`src/rtl/bed_pkg.sv`:
```
// shared types, constants and decode helpers of the backslash escape decoder
// no dependencies
package bed_pkg;

  // register indexes of the configuration port
  localparam int unsigned CfgIdxW = 2;
  localparam logic [CfgIdxW-1:0] RegInterpret = 2'd0;
  localparam logic [CfgIdxW-1:0] RegNewline   = 2'd1;

  // default depth of the run queue between front and back
  localparam int unsigned QueueDepth = 4;

  // most bytes a single item can produce
  localparam int unsigned MaxRun = 3;

  // byte codes
  localparam logic [7:0] ChBackslash = 8'h5C;
  localparam logic [7:0] ChSpace     = 8'h20;
  localparam logic [7:0] ChNewline   = 8'h0A;
  localparam logic [7:0] ChEsc       = 8'h1B;
  localparam logic [7:0] ChStop      = 8'h63; // c
  localparam logic [7:0] ChOctal     = 8'h30; // 0
  localparam logic [7:0] ChHex       = 8'h78; // x

  // digit counts of the numeric escapes
  localparam logic [1:0] OctDigits = 2'd3;
  localparam logic [1:0] HexDigits = 2'd2;

  // configuration write beat
  typedef struct packed {
    logic               valid;
    logic [CfgIdxW-1:0] index;
    logic               data;
  } cfg_wr_t;

  // one run: the bytes caused by one input item
  typedef struct packed {
    logic [1:0]             cnt;   // 1 to 3 bytes
    logic [MaxRun-1:0][7:0] bytes;
    logic                   done;  // run closes the message
  } run_t;

  // digit lookup for octal or hex escapes
  typedef struct packed {
    logic       hit;
    logic [3:0] val;
  } digit_t;

  function automatic digit_t digit_value(input logic [7:0] b, input logic hex);
    digit_t r;
    r.hit = 1'b0;
    r.val = 4'd0;
    if (hex) begin
      if (b inside {[8'h30:8'h39]}) begin
        r.hit = 1'b1;
        r.val = b[3:0];
      end else if (b inside {[8'h61:8'h66], [8'h41:8'h46]}) begin
        r.hit = 1'b1;
        r.val = b[3:0] + 4'd9;
      end
    end else if (b inside {[8'h30:8'h37]}) begin
      r.hit = 1'b1;
      r.val = {1'b0, b[2:0]};
    end
    return r;
  endfunction

  // single-letter control escapes, backslash included
  typedef struct packed {
    logic       hit;
    logic [7:0] val;
  } ctrl_t;

  function automatic ctrl_t ctrl_letter(input logic [7:0] b);
    ctrl_t r;
    r.hit = 1'b1;
    case (b)
      ChBackslash: r.val = ChBackslash;
      8'h61:       r.val = 8'h07; // a
      8'h62:       r.val = 8'h08; // b
      8'h65:       r.val = ChEsc; // e
      8'h66:       r.val = 8'h0C; // f
      8'h6E:       r.val = 8'h0A; // n
      8'h72:       r.val = 8'h0D; // r
      8'h74:       r.val = 8'h09; // t
      8'h76:       r.val = 8'h0B; // v
      default: begin
        r.hit = 1'b0;
        r.val = b;
      end
    endcase
    return r;
  endfunction

endpackage

```
`src/rtl/backslash_escape_decoder.sv`:
```
// top level of the backslash escape decoder
// depends on bed_pkg, bed_front, bed_queue, bed_back
//
// Input channel: an item (has_byte, data_byte, arg_end, message_end) is taken
// on a clock edge with push high and full low. Every item is decoded in the
// cycle it is taken, so one item per cycle goes in while the run queue has room.
// Result channel: while empty is low the oldest byte sits on out_byte_o with
// last_of_run_o and message_done_o; it is taken on an edge with pop high.
// The run of a taken item is registered in the run queue before its first byte reaches out_byte_o.
// An item yields zero to three bytes; the result side moves one byte per cycle
// while pop is high, so an item of several bytes holds the back end longer and
// the run queue (QueueDepth runs) soaks up the difference until full rises.
// When the receiver stalls, the queue fills and full holds off the sender.
// Config writes (cfg_valid_i, always ready) must be made while idle (not enforced);
// index 0 turns escape decoding on, index 1 turns the closing newline on.
// Reset clears escape state and the queue, turns decoding off and the
// newline on; it takes effect at once and needs no clearing pass.
module backslash_escape_decoder #(
  parameter int unsigned QueueDepth = bed_pkg::QueueDepth
) (
  input  logic                        clk_i,
  input  logic                        rst_ni,
  input  logic                        cfg_valid_i,
  output logic                        cfg_ready_o,
  input  logic [bed_pkg::CfgIdxW-1:0] cfg_index_i,
  input  logic                        cfg_data_i,
  input  logic                        push,
  output logic                        full,
  input  logic                        has_byte_i,
  input  logic [7:0]                  data_byte_i,
  input  logic                        arg_end_i,
  input  logic                        message_end_i,
  output logic                        empty,
  input  logic                        pop,
  output logic [7:0]                  out_byte_o,
  output logic                        last_of_run_o,
  output logic                        message_done_o
);

  bed_pkg::cfg_wr_t cfg;
  bed_pkg::run_t    wr_run, head_run;
  logic             accept, run_valid, run_pop, run_empty;

  assign cfg_ready_o = 1'b1;
  assign cfg.valid   = cfg_valid_i;
  assign cfg.index   = cfg_index_i;
  assign cfg.data    = cfg_data_i;
  assign accept      = push && !full;

  // decode and escape state
  bed_front u_front (
    .clk_i         (clk_i),
    .rst_ni        (rst_ni),
    .cfg_i         (cfg),
    .accept_i      (accept),
    .has_byte_i    (has_byte_i),
    .data_byte_i   (data_byte_i),
    .arg_end_i     (arg_end_i),
    .message_end_i (message_end_i),
    .run_valid_o   (run_valid),
    .run_o         (wr_run)
  );

  // runs waiting for the back end
  bed_queue #(
    .Depth (QueueDepth)
  ) u_queue (
    .clk_i     (clk_i),
    .rst_ni    (rst_ni),
    .wr_en_i   (run_valid),
    .wr_data_i (wr_run),
    .full_o    (full),
    .rd_en_i   (run_pop),
    .rd_data_o (head_run),
    .empty_o   (run_empty)
  );

  // byte serializer
  bed_back u_back (
    .clk_i          (clk_i),
    .rst_ni         (rst_ni),
    .run_i          (head_run),
    .run_empty_i    (run_empty),
    .run_pop_o      (run_pop),
    .pop            (pop),
    .empty          (empty),
    .out_byte_o     (out_byte_o),
    .last_of_run_o  (last_of_run_o),
    .message_done_o (message_done_o)
  );

endmodule

```
`src/rtl/bed_front.sv`:
```
// front end: accepts items, holds escape state and config, builds one run per item
// depends on bed_pkg
module bed_front (
  input  logic              clk_i,
  input  logic              rst_ni,
  input  bed_pkg::cfg_wr_t  cfg_i,
  input  logic              accept_i,
  input  logic              has_byte_i,
  input  logic [7:0]        data_byte_i,
  input  logic              arg_end_i,
  input  logic              message_end_i,
  output logic              run_valid_o,
  output bed_pkg::run_t     run_o
);

  logic       interp_q, newline_q;
  logic       esc_q, esc_d;
  logic [1:0] digits_q, digits_d;
  logic [7:0] acc_q, acc_d;
  logic       hex_q, hex_d;
  logic       stop_q, stop_d;

  // configuration registers
  always_ff @(posedge clk_i or negedge rst_ni) begin
    if (!rst_ni) begin
      interp_q  <= 1'b0;
      newline_q <= 1'b1;
    end else if (cfg_i.valid) begin
      if (cfg_i.index == bed_pkg::RegInterpret) interp_q <= cfg_i.data;
      if (cfg_i.index == bed_pkg::RegNewline)   newline_q <= cfg_i.data;
    end
  end

  // decode of one item into up to three bytes
  always_comb begin
    logic [bed_pkg::MaxRun-1:0][7:0] bytes;
    logic [1:0]                      n;
    logic                            last;
    bed_pkg::digit_t                 dg;
    bed_pkg::ctrl_t                  ct;
    bytes    = '0;
    n        = 2'd0;
    last     = arg_end_i & message_end_i;
    dg       = bed_pkg::digit_value(data_byte_i, hex_q);
    ct       = bed_pkg::ctrl_letter(data_byte_i);
    esc_d    = esc_q;
    digits_d = digits_q;
    acc_d    = acc_q;
    hex_d    = hex_q;
    stop_d   = stop_q;

    if (!stop_q && has_byte_i) begin
      if (!esc_q) begin
        if (interp_q && data_byte_i == bed_pkg::ChBackslash) begin
          esc_d = 1'b1;
        end else begin
          bytes[n] = data_byte_i;
          n = n + 2'd1;
        end
      end else if (digits_q != 2'd0) begin
        // numeric escape in progress
        if (dg.hit) begin
          acc_d    = hex_q ? {acc_q[3:0], dg.val} : {acc_q[4:0], dg.val[2:0]};
          digits_d = digits_q - 2'd1;
        end else begin
          digits_d = 2'd0;
        end
        if (digits_d == 2'd0) begin
          bytes[n] = acc_d;
          n = n + 2'd1;
          esc_d  = 1'b0;
          acc_d  = 8'd0;
          if (!dg.hit) begin
            bytes[n] = data_byte_i;
            n = n + 2'd1;
          end
        end
      end else if (ct.hit) begin
        esc_d    = 1'b0;
        bytes[n] = ct.val;
        n = n + 2'd1;
      end else if (data_byte_i == bed_pkg::ChStop) begin
        esc_d    = 1'b0;
        digits_d = 2'd0;
        acc_d    = 8'd0;
        stop_d   = 1'b1;
      end else if (data_byte_i == bed_pkg::ChOctal) begin
        hex_d    = 1'b0;
        digits_d = bed_pkg::OctDigits;
        acc_d    = 8'd0;
      end else if (data_byte_i == bed_pkg::ChHex) begin
        hex_d    = 1'b1;
        digits_d = bed_pkg::HexDigits;
        acc_d    = 8'd0;
      end else begin
        // unknown escape keeps its backslash
        esc_d    = 1'b0;
        bytes[n] = bed_pkg::ChBackslash;
        n = n + 2'd1;
        bytes[n] = data_byte_i;
        n = n + 2'd1;
      end
    end

    // argument close: flush escape, then separator or newline
    if (!stop_d && arg_end_i) begin
      if (esc_d) begin
        bytes[n] = (digits_d != 2'd0) ? acc_d : bed_pkg::ChBackslash;
        n = n + 2'd1;
      end
      if (!last) begin
        bytes[n] = bed_pkg::ChSpace;
        n = n + 2'd1;
      end else if (newline_q) begin
        bytes[n] = bed_pkg::ChNewline;
        n = n + 2'd1;
      end
    end

    if (arg_end_i) begin
      esc_d    = 1'b0;
      digits_d = 2'd0;
      acc_d    = 8'd0;
    end
    if (last) begin
      stop_d = 1'b0;
      hex_d  = 1'b0;
    end

    run_valid_o = accept_i && (n != 2'd0);
    run_o.cnt   = n;
    run_o.bytes = bytes;
    run_o.done  = last;
  end

  // escape state
  always_ff @(posedge clk_i or negedge rst_ni) begin
    if (!rst_ni) begin
      esc_q    <= 1'b0;
      digits_q <= 2'd0;
      acc_q    <= 8'd0;
      hex_q    <= 1'b0;
      stop_q   <= 1'b0;
    end else if (accept_i) begin
      esc_q    <= esc_d;
      digits_q <= digits_d;
      acc_q    <= acc_d;
      hex_q    <= hex_d;
      stop_q   <= stop_d;
    end
  end

endmodule

```
`src/rtl/bed_queue.sv`:
```
// short run queue between front and back
// depends on bed_pkg
module bed_queue #(
  parameter int unsigned Depth = bed_pkg::QueueDepth  // 2 or more
) (
  input  logic          clk_i,
  input  logic          rst_ni,
  input  logic          wr_en_i,
  input  bed_pkg::run_t wr_data_i,
  output logic          full_o,
  input  logic          rd_en_i,
  output bed_pkg::run_t rd_data_o,
  output logic          empty_o
);

  localparam int unsigned PtrW = $clog2(Depth);
  localparam int unsigned CntW = $clog2(Depth + 1);

  bed_pkg::run_t mem_q [Depth];
  logic [PtrW-1:0] wptr_q, wptr_d, rptr_q, rptr_d;
  logic [CntW-1:0] cnt_q, cnt_d;
  logic            wr, rd;

  assign full_o    = (cnt_q == CntW'(Depth));
  assign empty_o   = (cnt_q == '0);
  assign rd_data_o = mem_q[rptr_q];
  assign wr        = wr_en_i && !full_o;
  assign rd        = rd_en_i && !empty_o;

  // pointer and fill count update
  always_comb begin
    wptr_d = wptr_q;
    rptr_d = rptr_q;
    cnt_d  = cnt_q;
    if (wr) wptr_d = (wptr_q == PtrW'(Depth - 1)) ? '0 : wptr_q + PtrW'(1);
    if (rd) rptr_d = (rptr_q == PtrW'(Depth - 1)) ? '0 : rptr_q + PtrW'(1);
    if (wr && !rd) cnt_d = cnt_q + CntW'(1);
    else if (rd && !wr) cnt_d = cnt_q - CntW'(1);
  end

  always_ff @(posedge clk_i or negedge rst_ni) begin
    if (!rst_ni) begin
      wptr_q <= '0;
      rptr_q <= '0;
      cnt_q  <= '0;
    end else begin
      wptr_q <= wptr_d;
      rptr_q <= rptr_d;
      cnt_q  <= cnt_d;
    end
  end

  // entry storage
  always_ff @(posedge clk_i) begin
    if (wr) mem_q[wptr_q] <= wr_data_i;
  end

endmodule

```
`src/rtl/bed_back.sv`:
```
// back end: walks the head run byte by byte onto the result ports
// depends on bed_pkg
module bed_back (
  input  logic          clk_i,
  input  logic          rst_ni,
  input  bed_pkg::run_t run_i,
  input  logic          run_empty_i,
  output logic          run_pop_o,
  input  logic          pop,
  output logic          empty,
  output logic [7:0]    out_byte_o,
  output logic          last_of_run_o,
  output logic          message_done_o
);

  logic [1:0] idx_q, idx_d;
  logic       beat, last;

  assign empty          = run_empty_i;
  assign out_byte_o     = run_i.bytes[idx_q];
  assign last           = (idx_q == run_i.cnt - 2'd1);
  assign last_of_run_o  = last;
  assign message_done_o = last && run_i.done;
  assign beat           = pop && !run_empty_i;
  assign run_pop_o      = beat && last;

  // byte index within the head run
  always_comb begin
    idx_d = idx_q;
    if (beat) idx_d = last ? 2'd0 : idx_q + 2'd1;
  end

  always_ff @(posedge clk_i or negedge rst_ni) begin
    if (!rst_ni) idx_q <= 2'd0;
    else         idx_q <= idx_d;
  end

endmodule

```
`config.mk`:
```
export PLATFORM = sky130hd
export DESIGN_NAME = backslash_escape_decoder
export DESIGN_NICKNAME = d
export VERILOG_FILES = /design/src/rtl/bed_pkg.sv /design/src/rtl/backslash_escape_decoder.sv /design/src/rtl/bed_front.sv /design/src/rtl/bed_queue.sv /design/src/rtl/bed_back.sv
export SDC_FILE = /design/constraint.sdc
export NUM_CORES = 1
export LEC_CHECK = 0
export BUFFER_PORTS_ARGS = -buffer_cell sky130_fd_sc_hd__buf_4
export CORE_MARGIN = 2
export CORE_UTILIZATION = 40
export DETAILED_ROUTE_END_ITERATION = 10
export SYNTH_ARGS = -nofsm -noshare
export SYNTH_HDL_FRONTEND = slang
export SYNTH_SLANG_ARGS = --single-unit
```
`constraint.sdc`:
```
create_clock -name clk_i -period 4.8 [get_ports clk_i]
set_input_delay 0.48 -clock clk_i [delete_from_list [all_inputs] [get_ports clk_i]]
set_output_delay 0.48 -clock clk_i [all_outputs]
set_load 0.005 [all_outputs]
```
==> results of run 1 <==
[where the power goes]
| part | switching, mW | internal, mW |
|---|---|---|
| clock | 0.487 | 0.765 |
| sequential | 0.110 | 1.44 |
| combinational | 0.553 | 0.560 |
[final cells by class]
type,instances,area share [%]
clock buffers,17,5.22
clock inverters,15,1.90
inverters,25,1.15
multi-input cells,363,36.6
flip-flops and latches,132,47.2
well taps,225,3.45
repair buffers,42,4.51
[layer usage]
metal	routed length [microns]	share of wire, %	vias up
met4	291	1.7	0
li1	-	-	2197
met1	7780	45	2470
met2	8450	49	135
met5	0	0	-
met3	822	4.7	21
[logic make-up (layout without fill, tap and decap cells)]
| logic type | count (synthesis) | after routing | synth area share [%] |
|---|---|---|---|
| simple gates | 161 | 161 | 12.7 |
| mux | 46 | 46 | 11.5 |
| fa+ha+maj | 18 | 18 | 3.29 |
| other cells | 1 | 1 | 0.0529 |
| flops | 132 | 132 | 54.3 |
| xor+xnor | 4 | 4 | 0.495 |
| buf+inv | 52 | 99 | 3.67 |
| compound gates | 133 | 133 | 14.0 |
[flip-flops by register name (all words and copies together) (netlist names), 2 cells and up]
register,count
u_back.idx_q,2
u_queue.rptr_q,2
u_queue.wptr_q,2
u_queue.cnt_q,3
u_queue.mem_q,108
u_front.acc_q,8
u_front.digits_q,2
[cells in the final DEF, fill, tap and decap left out, types with 20 or more instances in the layout]
cell type  instances
inv_1             24
nor2_1            27
o21ai_0           26
a21oi_1           20
mux4_2            27
dfrtp_1           22
nand2_1           45
edfxtp_1         108
buf_4             37
[path summary, 6_finish.rpt]
kind	from	to
max	data_byte_i[1]	u_queue.cnt_q[2]$_DFFE_PN0P_
min	cfg_data_i	u_front.interp_q$_DFFE_PN0P_
max reg2reg	u_front.digits_q[0]$_DFFE_PN0P_	u_queue.cnt_q[2]$_DFFE_PN0P_
min reg2reg	u_queue.cnt_q[2]$_DFFE_PN0P_	u_queue.cnt_q[2]$_DFFE_PN0P_
max in group asynchronous	rst_ni	u_front.newline_q$_DFFE_PN1P_
min in group asynchronous	rst_ni	u_front.esc_q$_DFFE_PN0P_
[stage by stage]
step / power, mW / util [%] / setup slack [ns]
floorplan: 2.30 / - / 0.430
global placement: 2.69 / 43.7 / 0.271
detailed placement: 2.71 / 43.7 / 0.161
CTS: 3.97 / 47.1 / 0.580
global route: 4.12 / 47.1 / 0.230
finish: 3.91 / 47.1 / 0.563
==> results.py, run 1 <==
metrics = {
    "run_status": {
        "outcome": "complete, no violations",
    },
    "clock_tree": {
        "post_cts_buffers": 0,
        "cts_tree": "built",
        "clockRootBuffer": "clkbuf_16",
        "h-tree-depth": 4,
        "cts_buffers": 17,
        "cts_hold_buf": 1,
        "post_cts_resized": 0,
        "clkSinkCount": 132,
        "cts_max_path_buffers": 2,
        "clk_pin_slew_ns": 0.06,
        "clk_latency_ns": 0.42,
    },
    "placement": {
        "gp_congestion": 0.935,
        "dp_hpwl_microns": 11800,
        "placed_area_sq_um": 7560,
        "port_buffers": 30,
        "dp.cells": 786,
    },
    "worst_setup_path": {
        "crit_chain": "buf_4 -> inv_1 -> ha_1 -> nor4b_4 -> nor3_2 -> a21o_2 -> a21o_4 -> o32ai_1 -> nand2_1 -> ha_1 -> nand2_1 -> nand2_1 -> inv_1 -> ha_1 -> a22oi_4 -> o21a_4 -> ha_1 -> inv_1 -> fa_1 -> xor2_1 -> nor2_1 -> xor2_1",
        "max_stage_delay_ns": 0.37,
        "crit_family": "adder cells",
        "critical_path_required_ns": 5.13,
        "cp.arrival_ns": 4.57,
        "startpoint_type": "input pin",
        "rrSetupSlack_ns": 0.62,
        "cp.depth": 22,
        "crit_path_frequent_cell": "ha_1",
        "path_max_fanout": 11,
        "path_class": "input pin to flip-flop",
        "endpoint_kind": "flip-flop",
        "worstRegToRegCells": 17,
        "path_buf_inv": 4,
        "crit_slowest_cell": "fa_1",
    },
    "global_routing": {
        "busiest_layer": "met2",
        "use_met3_pct": 3.78,
        "gr-usage-met1_pct": 26.2,
        "antenna_found_initial": 0,
        "use_met2_pct": 32.1,
        "grt_pass1_wl_microns": 27000,
        "grt_max_degree": 30,
        "grt_pass1_vias": 4795,
        "track_usage_pct": 19.6,
        "grt_overflow": 0,
    },
    "logic_synthesis": {
        "synth-main-ff-cell": "edfxtp_1",
        "seq_area_frac_synth_pct": 54.3,
        "synth_edf_count": 108,
        "yosysMostFrequentCell": "edfxtp_1",
        "synth_area_leader_cell": "edfxtp_1",
        "synth_top_area_share_pct": 45.8,
        "synth_common_cells": "108 x edfxtp_1, 45 x nand2_1, 27 x mux4_2, 27 x nor2_1, 26 x o21ai_0",
        "synthTopCellsByArea": "edfxtp_1 46%, mux4_2 8.6%, dfrtp_1 8.1%, ha_1 3.0%, nand2_1 2.4%",
        "avgSynthCellArea_sq_um": 13.0,
        "synth_fp_nets": 584,
        "synth-async-reset-ratio_pct": 18.2,
        "yosysWarnings": 0,
        "synthDistinctLibCells": 91,
        "netlist_area_sq_um": 7080,
        "syn-instance-count": 547,
        "ys_ff_latch": 132,
    },
    "power_and_ir_drop": {
        "vdd.ir_drop.worst_uv": 275,
        "power.leakage_nw": 2.91,
        "power.density_nw_per_um2": 480,
    },
    "route": {
        "routed_wirelength_microns": 17300,
        "viasPerCell": 5.89,
        "antenna_left": 0,
        "dr.pass1.iters": 5,
        "drtIter0Drc": 410,
        "wl_per_cell_microns": 21.2,
        "drc": 0,
        "num_vias": 4823,
    },
    "sta": {
        "grt_setup_unrepaired": "false",
        "period_needed_ns": 4.24,
        "report.final.hold_viol_count": 0,
        "fin_worst_skew_ns": 0.0168,
        "relSlewSlack_pct": 43.5,
        "worst_pin_slew_ns": 0.847,
        "worst_hold_slack_ns": 0.306,
        "fin_tns_setup_ns": 0,
        "setup_violations": 0,
        "finalCritPeriodShare_pct": 88.3,
        "max_freq_ghz": 0.236,
        "finalMaxSlewViolations": 0,
    },
    "finish": {
        "final_nets": 618,
        "fin_area_sq_um": 8150,
        "seqCellArea_sq_um": 3850,
        "final_cells": 819,
        "layout-drive-gt1-share_pct": 23.9,
        "fillers": 1556,
        "area_growth_pct": 15.0,
        "diodes": 0,
        "multiInputGateArea_sq_um": 2980,
    },
    "floorplanning": {
        "rows": 48,
        "dieWidth_microns": 137,
        "die_area_sq_um": 18800,
        "pin_count": 32,
        "coreArea_sq_um": 17300,
        "start_util_pct": 41.0,
        "die_y_microns": 137,
    },
    "run": {
        "drv_cap": 0,
    },
    "min_path": {
        "hold_class": "input pin to flip-flop",
        "min_path_cells": 2,
    },
}
(Power assumes the default switching activity.)
==> run 2, diff against run 1 <==
--- a/config.mk
+++ b/config.mk
@@ -5,10 +5,13 @@
 export SDC_FILE = /design/constraint.sdc
 export NUM_CORES = 1
 export LEC_CHECK = 0
+export ABC_AREA = 1
 export BUFFER_PORTS_ARGS = -buffer_cell sky130_fd_sc_hd__buf_4
 export CORE_MARGIN = 2
 export CORE_UTILIZATION = 40
+export CTS_CLUSTER_SIZE = 30
 export DETAILED_ROUTE_END_ITERATION = 10
 export SYNTH_ARGS = -nofsm -noshare
 export SYNTH_HDL_FRONTEND = slang
 export SYNTH_SLANG_ARGS = --single-unit
+export TNS_END_PERCENT = 5
==> run 2 against run 1 <==
Against the previous run: area after synthesis up 0.81%; fmax shrank 0.41%; flip-flop and latch count unchanged; count of clock-buffer cells in the layout unchanged; non-clock buffer count increased by 2; largest cell class unchanged; hold slack got worse by 0.037 ns; combinational power increased by 16%; critical path depth up 8; total power up 2.9%; worst setup slack got worse by 0.017 ns.
==> results.py, run 2 <==
metrics = {
    "clock_tree": {
        "clk_latency_ns": 0.42,
        "clkSinkCount": 132,
        "clk_pin_slew_ns": 0.06,
        "h-tree-depth": 4,
        "clockRootBuffer": "clkbuf_16",
        "cts_tree": "built",
        "cts_buffers": 17,
        "post_cts_buffers": 0,
        "cts_max_path_buffers": 2,
    },
    "worst_setup_path": {
        "crit_path_frequent_cell": "inv_1",
        "crit_slowest_cell": "fa_1",
        "cp.arrival_ns": 4.55,
        "critical_path_required_ns": 5.09,
        "path_max_fanout": 7,
        "max_stage_delay_ns": 0.37,
        "startpoint_type": "input pin",
        "path_class": "input pin to flip-flop",
        "path_buf_inv": 6,
        "crit_family": "adder cells",
        "endpoint_kind": "flip-flop",
    },
    "route": {
        "dr.pass1.iters": 5,
        "wl_per_cell_microns": 17.3,
        "viasPerCell": 5.38,
        "drc": 0,
        "antenna_left": 0,
        "drtIter0Drc": 401,
        "num_vias": 5616,
        "routed_wirelength_microns": 18000,
    },
    "finish": {
        "diodes": 0,
        "largest_register_ffs": 108,
        "layout-drive-gt1-share_pct": 15.3,
        "regMostFlops": "u_queue.mem_q",
        "area_growth_pct": 15.8,
        "final_common_cell": "nand2_1",
        "top_regs": "u_queue.mem_q x108, u_front.acc_q x8, u_queue.cnt_q x3",
        "mostFrequentLayoutCells": "125 x nand2_1, 108 x edfxtp_1, 97 x nor2_1",
        "final_util_pct": 47.7,
        "fin_area_sq_um": 8270,
        "final_nets": 843,
    },
    "power_and_ir_drop": {
        "power.leakage_nw": 3.28,
        "power_mw": 4.03,
        "seq_power_share_pct": 36.8,
        "comb_power_share_pct": 32.0,
        "pwr-share-clk_pct": 31.2,
        "switching_share_pct": 34.0,
        "switching_power_mw": 1.37,
        "intPower_mw": 2.66,
        "power.density_nw_per_um2": 487,
        "vdd.ir_drop.worst_uv": 551,
    },
    "logic_synthesis": {
        "synth-async-reset-ratio_pct": 18.2,
        "synth_common_cells": "125 x nand2_1, 108 x edfxtp_1, 101 x nor2_1, 82 x o21ai_0, 79 x inv_1",
        "seq_area_frac_synth_pct": 53.8,
        "synthDistinctLibCells": 52,
        "avgSynthCellArea_sq_um": 9.26,
        "synth_fp_nets": 808,
        "netlist_area_sq_um": 7140,
        "yosysWarnings": 0,
        "synth_edf_count": 108,
        "syn-instance-count": 771,
        "synth-main-ff-cell": "edfxtp_1",
        "ys_ff_latch": 132,
        "yosysMostFrequentCell": "nand2_1",
        "synth_top_area_share_pct": 45.4,
        "synth_area_leader_cell": "edfxtp_1",
        "synthTopCellsByArea": "edfxtp_1 45%, dfrtp_1 8.1%, nand2_1 6.6%, o21ai_0 5.7%, nor2_1 5.3%",
    },
    "floorplanning": {
        "rows": 48,
        "start_util_pct": 41.1,
        "die_area_sq_um": 18900,
        "coreArea_sq_um": 17400,
        "pin_count": 32,
        "die_y_microns": 138,
        "dieWidth_microns": 138,
    },
    "run_status": {
        "outcome": "complete, no violations",
    },
    "global_routing": {
        "use_met2_pct": 33.4,
        "busiest_layer": "met2",
        "grt_overflow": 0,
        "grt_max_degree": 57,
        "grt_pass1_vias": 5327,
        "track_usage_pct": 20.4,
        "use_met3_pct": 3.72,
        "grt_pass1_wl_microns": 28800,
        "gr-usage-met1_pct": 27.8,
        "antenna_found_initial": 0,
    },
    "sta": {
        "grt_setup_unrepaired": "false",
        "finalCritPeriodShare_pct": 88.6,
        "fin_worst_skew_ns": 0.0105,
        "report.final.hold_viol_count": 0,
        "period_needed_ns": 4.25,
        "fin_tns_setup_ns": 0,
        "setup_violations": 0,
        "finalMaxSlewViolations": 0,
        "worst_hold_slack_ns": 0.269,
        "max_freq_ghz": 0.235,
        "worst_pin_slew_ns": 0.755,
        "relSlewSlack_pct": 49.5,
    },
    "run": {
        "drv_cap": 0,
    },
    "placement": {
        "dp_hpwl_microns": 12300,
        "port_buffers": 30,
        "placed_area_sq_um": 7680,
        "gp_congestion": 0.908,
    },
    "min_path": {
        "hold_class": "input pin to flip-flop",
    },
}
## run 2: cell count changes after synthesis, sizes merged, moves of 27 or more
cell,change
nand3,+33
mux4,-27
nand2,+93
nor2,+81
inv,+58
o21ai,+60
## run 2: cell type report
type	count	area (sq um)
clock inverter	15	154
sequential	132	3840
fill	1639	9080
tap	225	282
multi-input combinational	526	2860
timing repair buffer	44	383
clock buffer	17	425
inverter	85	322
## run 2: final timing paths
kind	startpoint	depth (start not counted)	endpoint	slack [ns]
max	data_byte_i[1]	30	u_queue.cnt_q[2]$_DFFE_PN0P_	0.55
min	cfg_valid_i	2	u_front.interp_q$_DFFE_PN0P_	0.27
max reg2reg	u_front.digits_q[0]$_DFFE_PN0P_	23	u_queue.cnt_q[2]$_DFFE_PN0P_	0.72
min reg2reg	u_queue.cnt_q[0]$_DFFE_PN0P_	1	u_queue.cnt_q[0]$_DFFE_PN0P_	0.53
max in group asynchronous	rst_ni	2	u_front.newline_q$_DFFE_PN1P_	4.00
min in group asynchronous	rst_ni	2	u_front.acc_q[3]$_DFFE_PN0P_	0.50
## run 2: cells by family (layout without fill, tap and decap cells)
family,Yosys count,count (layout),share of synthesized area [%]
compound gates,192,192,16.2
xor+xnor,4,4,0.491
fa+ha+maj,18,18,3.26
buf+inv,113,161,6.24
flops,132,132,53.8
mux,1,1,0.158
other cells,1,1,0.0525
simple gates,310,310,19.7
## run 2: repair_timing
item	CTS	global route
setup endpoints to repair	0	0
endpoints found under the hold margin	23	0
hold buffers	1	0
resized for setup	0	0
## run 2: stage by stage
step	setup slack (ns)	cells
CTS	0.617	1044
floorplan	0.271	771
global placement	0.271	1011
finish	0.546	1044
global route	0.168	1044
detailed placement	0.184	1011
## run 2: worst reg2reg max path: stages (launching register included)
cell      delay [ns]
dfrtp_1         0.41
inv_1           0.16
ha_1            0.19
clkinv_1        0.24
nand3_1         0.19
nand2_1         0.09
nor2_1          0.10
nand2_1         0.11
nand2_1         0.11
inv_1           0.07
ha_1            0.29
a21oi_1         0.25
ha_1            0.29
a21oi_2         0.13
a21oi_2         0.08
nand3_2         0.11
nand2_4         0.09
inv_1           0.09
ha_1            0.13
inv_1           0.06
fa_1            0.37
a21oi_1         0.14
o21ai_0         0.10
xor2_1          0.15
## run 2: layer usage
metal | vias up | part of all wire, %
met5 | - | 0
met4 | 0 | 0.90
met3 | 10 | 5.2
met2 | 148 | 48
met1 | 2692 | 46
li1 | 2766 | -
## run 2: power by group through the flow
| stage | registers, mW | clock network [mW] | logic (mW) |
|---|---|---|---|
| after detailed placement | 1.51 | 0 | 1.30 |
| after floorplan | 1.48 | 0 | 0.833 |
| final | 1.48 | 1.26 | 1.29 |
| after global routing | 1.50 | 1.32 | 1.46 |
| after global placement | 1.50 | 0 | 1.29 |
| after CTS | 1.48 | 1.28 | 1.31 |
==> run 3, diff against run 2 <==
==> constraint.sdc (replaced) <==
create_clock -name clk_i -period 4.8 [get_ports clk_i]
set_input_delay 0.24 -clock clk_i [delete_from_list [all_inputs] [get_ports clk_i]]
set_output_delay 0.24 -clock clk_i [all_outputs]
set_load 0.005 [all_outputs]
==> run 3 against run 2 <==
Against the previous run: fmax fell by 1.2%; worst setup slack worse by 0.050 ns; sequential power is essentially flat; count of clock-buffer cells in the layout is the same; largest cell class unchanged; routed wire length rose by 0.77%; clock skew about the same; flip-flop and latch count did not move; via count increased by 1.2%; critical path type is now flip-flop to flip-flop; critical endpoint unchanged; sequential share of layout area rose by 0.40 points; critical path depth fell by 7; highest routed layer unchanged; cell area is 0.85% lower.
==> results.py, run 3 (synthesis results as in run 2) <==
metrics = {
    "worst_setup_path": {
        "cp.arrival_ns": 4.60,
        "path_class": "flip-flop to flip-flop",
        "startpoint_type": "flip-flop",
        "worstRegToRegCells": 23,
        "r2r_start": "u_front.digits_q[0]$_DFFE_PN0P_",
        "rr_endpoint": "u_queue.cnt_q[2]$_DFFE_PN0P_",
        "max_stage_delay_ns": 0.41,
        "rrSetupSlack_ns": 0.50,
        "crit_slowest_cell": "dfrtp_1",
        "path_max_fanout": 9,
        "endpoint_kind": "flip-flop",
        "critical_path_required_ns": 5.10,
        "crit_chain": "inv_1 -> ha_1 -> clkinv_1 -> nand3_1 -> nand2_1 -> nor2_1 -> nand2_1 -> nand2_1 -> inv_1 -> ha_1 -> a21oi_1 -> ha_1 -> a21oi_2 -> a21oi_2 -> nand3_2 -> nand2_4 -> inv_1 -> ha_1 -> inv_1 -> fa_1 -> a21oi_1 -> o21ai_0 -> xor2_1",
    },
    "placement": {
        "port_buffers": 30,
        "gp_congestion": 0.928,
        "dp_hpwl_microns": 12400,
    },
    "run_status": {
        "outcome": "complete, no violations",
    },
    "clock_tree": {
        "cts_tree": "built",
        "cts_buffers": 17,
        "post_cts_resized": 0,
        "clockRootBuffer": "clkbuf_16",
        "h-tree-depth": 4,
        "cts_max_path_buffers": 2,
        "cts_hold_buf": 1,
        "clk_pin_slew_ns": 0.06,
        "clk_latency_ns": 0.42,
        "clkSinkCount": 132,
        "post_cts_buffers": 0,
    },
    "global_routing": {
        "grt_pass1_wl_microns": 28800,
        "antenna_found_initial": 0,
        "grt_overflow": 0,
        "grt_max_degree": 57,
        "grt_pass1_vias": 5394,
        "track_usage_pct": 20.4,
    },
    "route": {
        "drc": 0,
        "antenna_left": 0,
        "viasPerCell": 5.46,
        "routed_wirelength_microns": 18200,
        "dr.pass1.iters": 4,
        "wl_per_cell_microns": 17.4,
        "drtIter0Drc": 407,
        "num_vias": 5682,
    },
    "finish": {
        "final_common_cell": "nand2_1",
        "area_growth_pct": 14.8,
        "mostFrequentLayoutCells": "125 x nand2_1, 108 x edfxtp_1, 97 x nor2_1",
        "multiInputGateArea_sq_um": 2860,
        "final_nets": 840,
        "regMostFlops": "u_queue.mem_q",
        "final_util_pct": 47.3,
        "top_regs": "u_queue.mem_q x108, u_front.acc_q x8, u_queue.cnt_q x3",
        "largest_register_ffs": 108,
        "fillers": 1620,
        "seqCellArea_sq_um": 3840,
        "diodes": 0,
        "layout-drive-gt1-share_pct": 15.0,
    },
    "floorplanning": {
        "die_area_sq_um": 18900,
        "die_y_microns": 138,
        "pin_count": 32,
        "coreArea_sq_um": 17400,
        "start_util_pct": 41.1,
        "dieWidth_microns": 138,
        "rows": 48,
    },
    "power_and_ir_drop": {
        "switching_power_mw": 1.38,
        "power.leakage_nw": 3.26,
        "comb_power_share_pct": 31.6,
        "intPower_mw": 2.65,
        "switching_share_pct": 34.3,
        "seq_power_share_pct": 36.9,
        "pwr-share-clk_pct": 31.5,
        "vdd.ir_drop.worst_uv": 377,
        "power.density_nw_per_um2": 491,
    },
    "sta": {
        "max_freq_ghz": 0.232,
        "worst_pin_slew_ns": 0.783,
        "fin_worst_skew_ns": 0.0104,
        "fin_tns_setup_ns": 0,
        "setup_violations": 0,
        "period_needed_ns": 4.30,
        "finalMaxSlewViolations": 0,
        "grt_setup_unrepaired": "false",
        "report.final.hold_viol_count": 0,
        "relSlewSlack_pct": 47.6,
        "finalCritPeriodShare_pct": 89.7,
    },
    "min_path": {
        "min_to": "u_front.interp_q$_DFFE_PN0P_",
        "hold_class": "input pin to flip-flop",
        "min_path_cells": 2,
        "min-delay-start": "cfg_valid_i",
    },
    "run": {
        "drv_cap": 0,
    },
}
run 3: changes by cell type in the layout (fill, tap and decap cells not counted), sizes merged:
cell,change
buf,-3
run 3: metrics by stage:
stage               hold slack (ns)  total power, mW  cell area (sq um)  instances  worst slack (ns)
finish                       0.0215             4.03               8200       1041             0.496
global route                 0.0192             4.28               8200       1041             0.135
CTS                          0.0103             4.06               8200       1041             0.531
detailed placement            0.168             2.79               7610       1008             0.379
global placement              0.174             2.78               7610       1008             0.438
floorplan                   -0.0556             2.31               7140        771             0.511
run 3: worst max-delay path by stage:
stage | start | endpoint | slack, ns | depth (start not counted)
after floorplan | data_byte_i[0] | u_queue.mem_q[3][0]$_DFFE_PP_ | 0.51 | 23
after global placement | data_byte_i[0] | u_queue.cnt_q[2]$_DFFE_PN0P_ | 0.44 | 30
after detailed placement | data_byte_i[0] | u_queue.cnt_q[2]$_DFFE_PN0P_ | 0.38 | 30
after CTS | u_front.digits_q[0]$_DFFE_PN0P_ | u_queue.cnt_q[2]$_DFFE_PN0P_ | 0.53 | 23
after global routing | u_front.digits_q[0]$_DFFE_PN0P_ | u_queue.cnt_q[2]$_DFFE_PN0P_ | 0.14 | 23
final | u_front.digits_q[0]$_DFFE_PN0P_ | u_queue.cnt_q[2]$_DFFE_PN0P_ | 0.50 | 23
run 3: layer usage:
layer  track usage [%]  wire (microns)
met1              27.8            8160
met2              33.0            8660
met3              3.57            1010
met4              6.82             330
met5                 0               0
run 3: final cells by class:
| cell class | count | share of cell area [%] |
|---|---|---|
| clock buffers | 17 | 5.19 |
| clock inverters | 15 | 1.91 |
| inverters | 85 | 3.92 |
| multi-input cells | 526 | 34.9 |
| flip-flops and latches | 132 | 46.9 |
| well taps | 225 | 3.43 |
| repair buffers | 41 | 3.78 |
run 3: power by group through the flow:
stage | combinational (mW) | clock [mW] | sequential, mW
global placement | 1.27 | 0 | 1.51
global route | 1.44 | 1.33 | 1.50
floorplan | 0.833 | 0 | 1.48
finish | 1.27 | 1.27 | 1.49
detailed placement | 1.28 | 0 | 1.51
CTS | 1.29 | 1.29 | 1.49
run 3: worst max-delay path, delay by kind of cell, from the launching register on:
| family | cells | cell delay, ns |
|---|---|---|
| XOR/XNOR | 1 | 0.15 |
| flip-flops | 1 | 0.41 |
| AND/OR/NAND/NOR | 7 | 0.78 |
| AO/OA/AOI/OAI | 5 | 0.72 |
| buffers and inverters | 5 | 0.68 |
| adder cells (fa/ha/maj) | 5 | 1.44 |
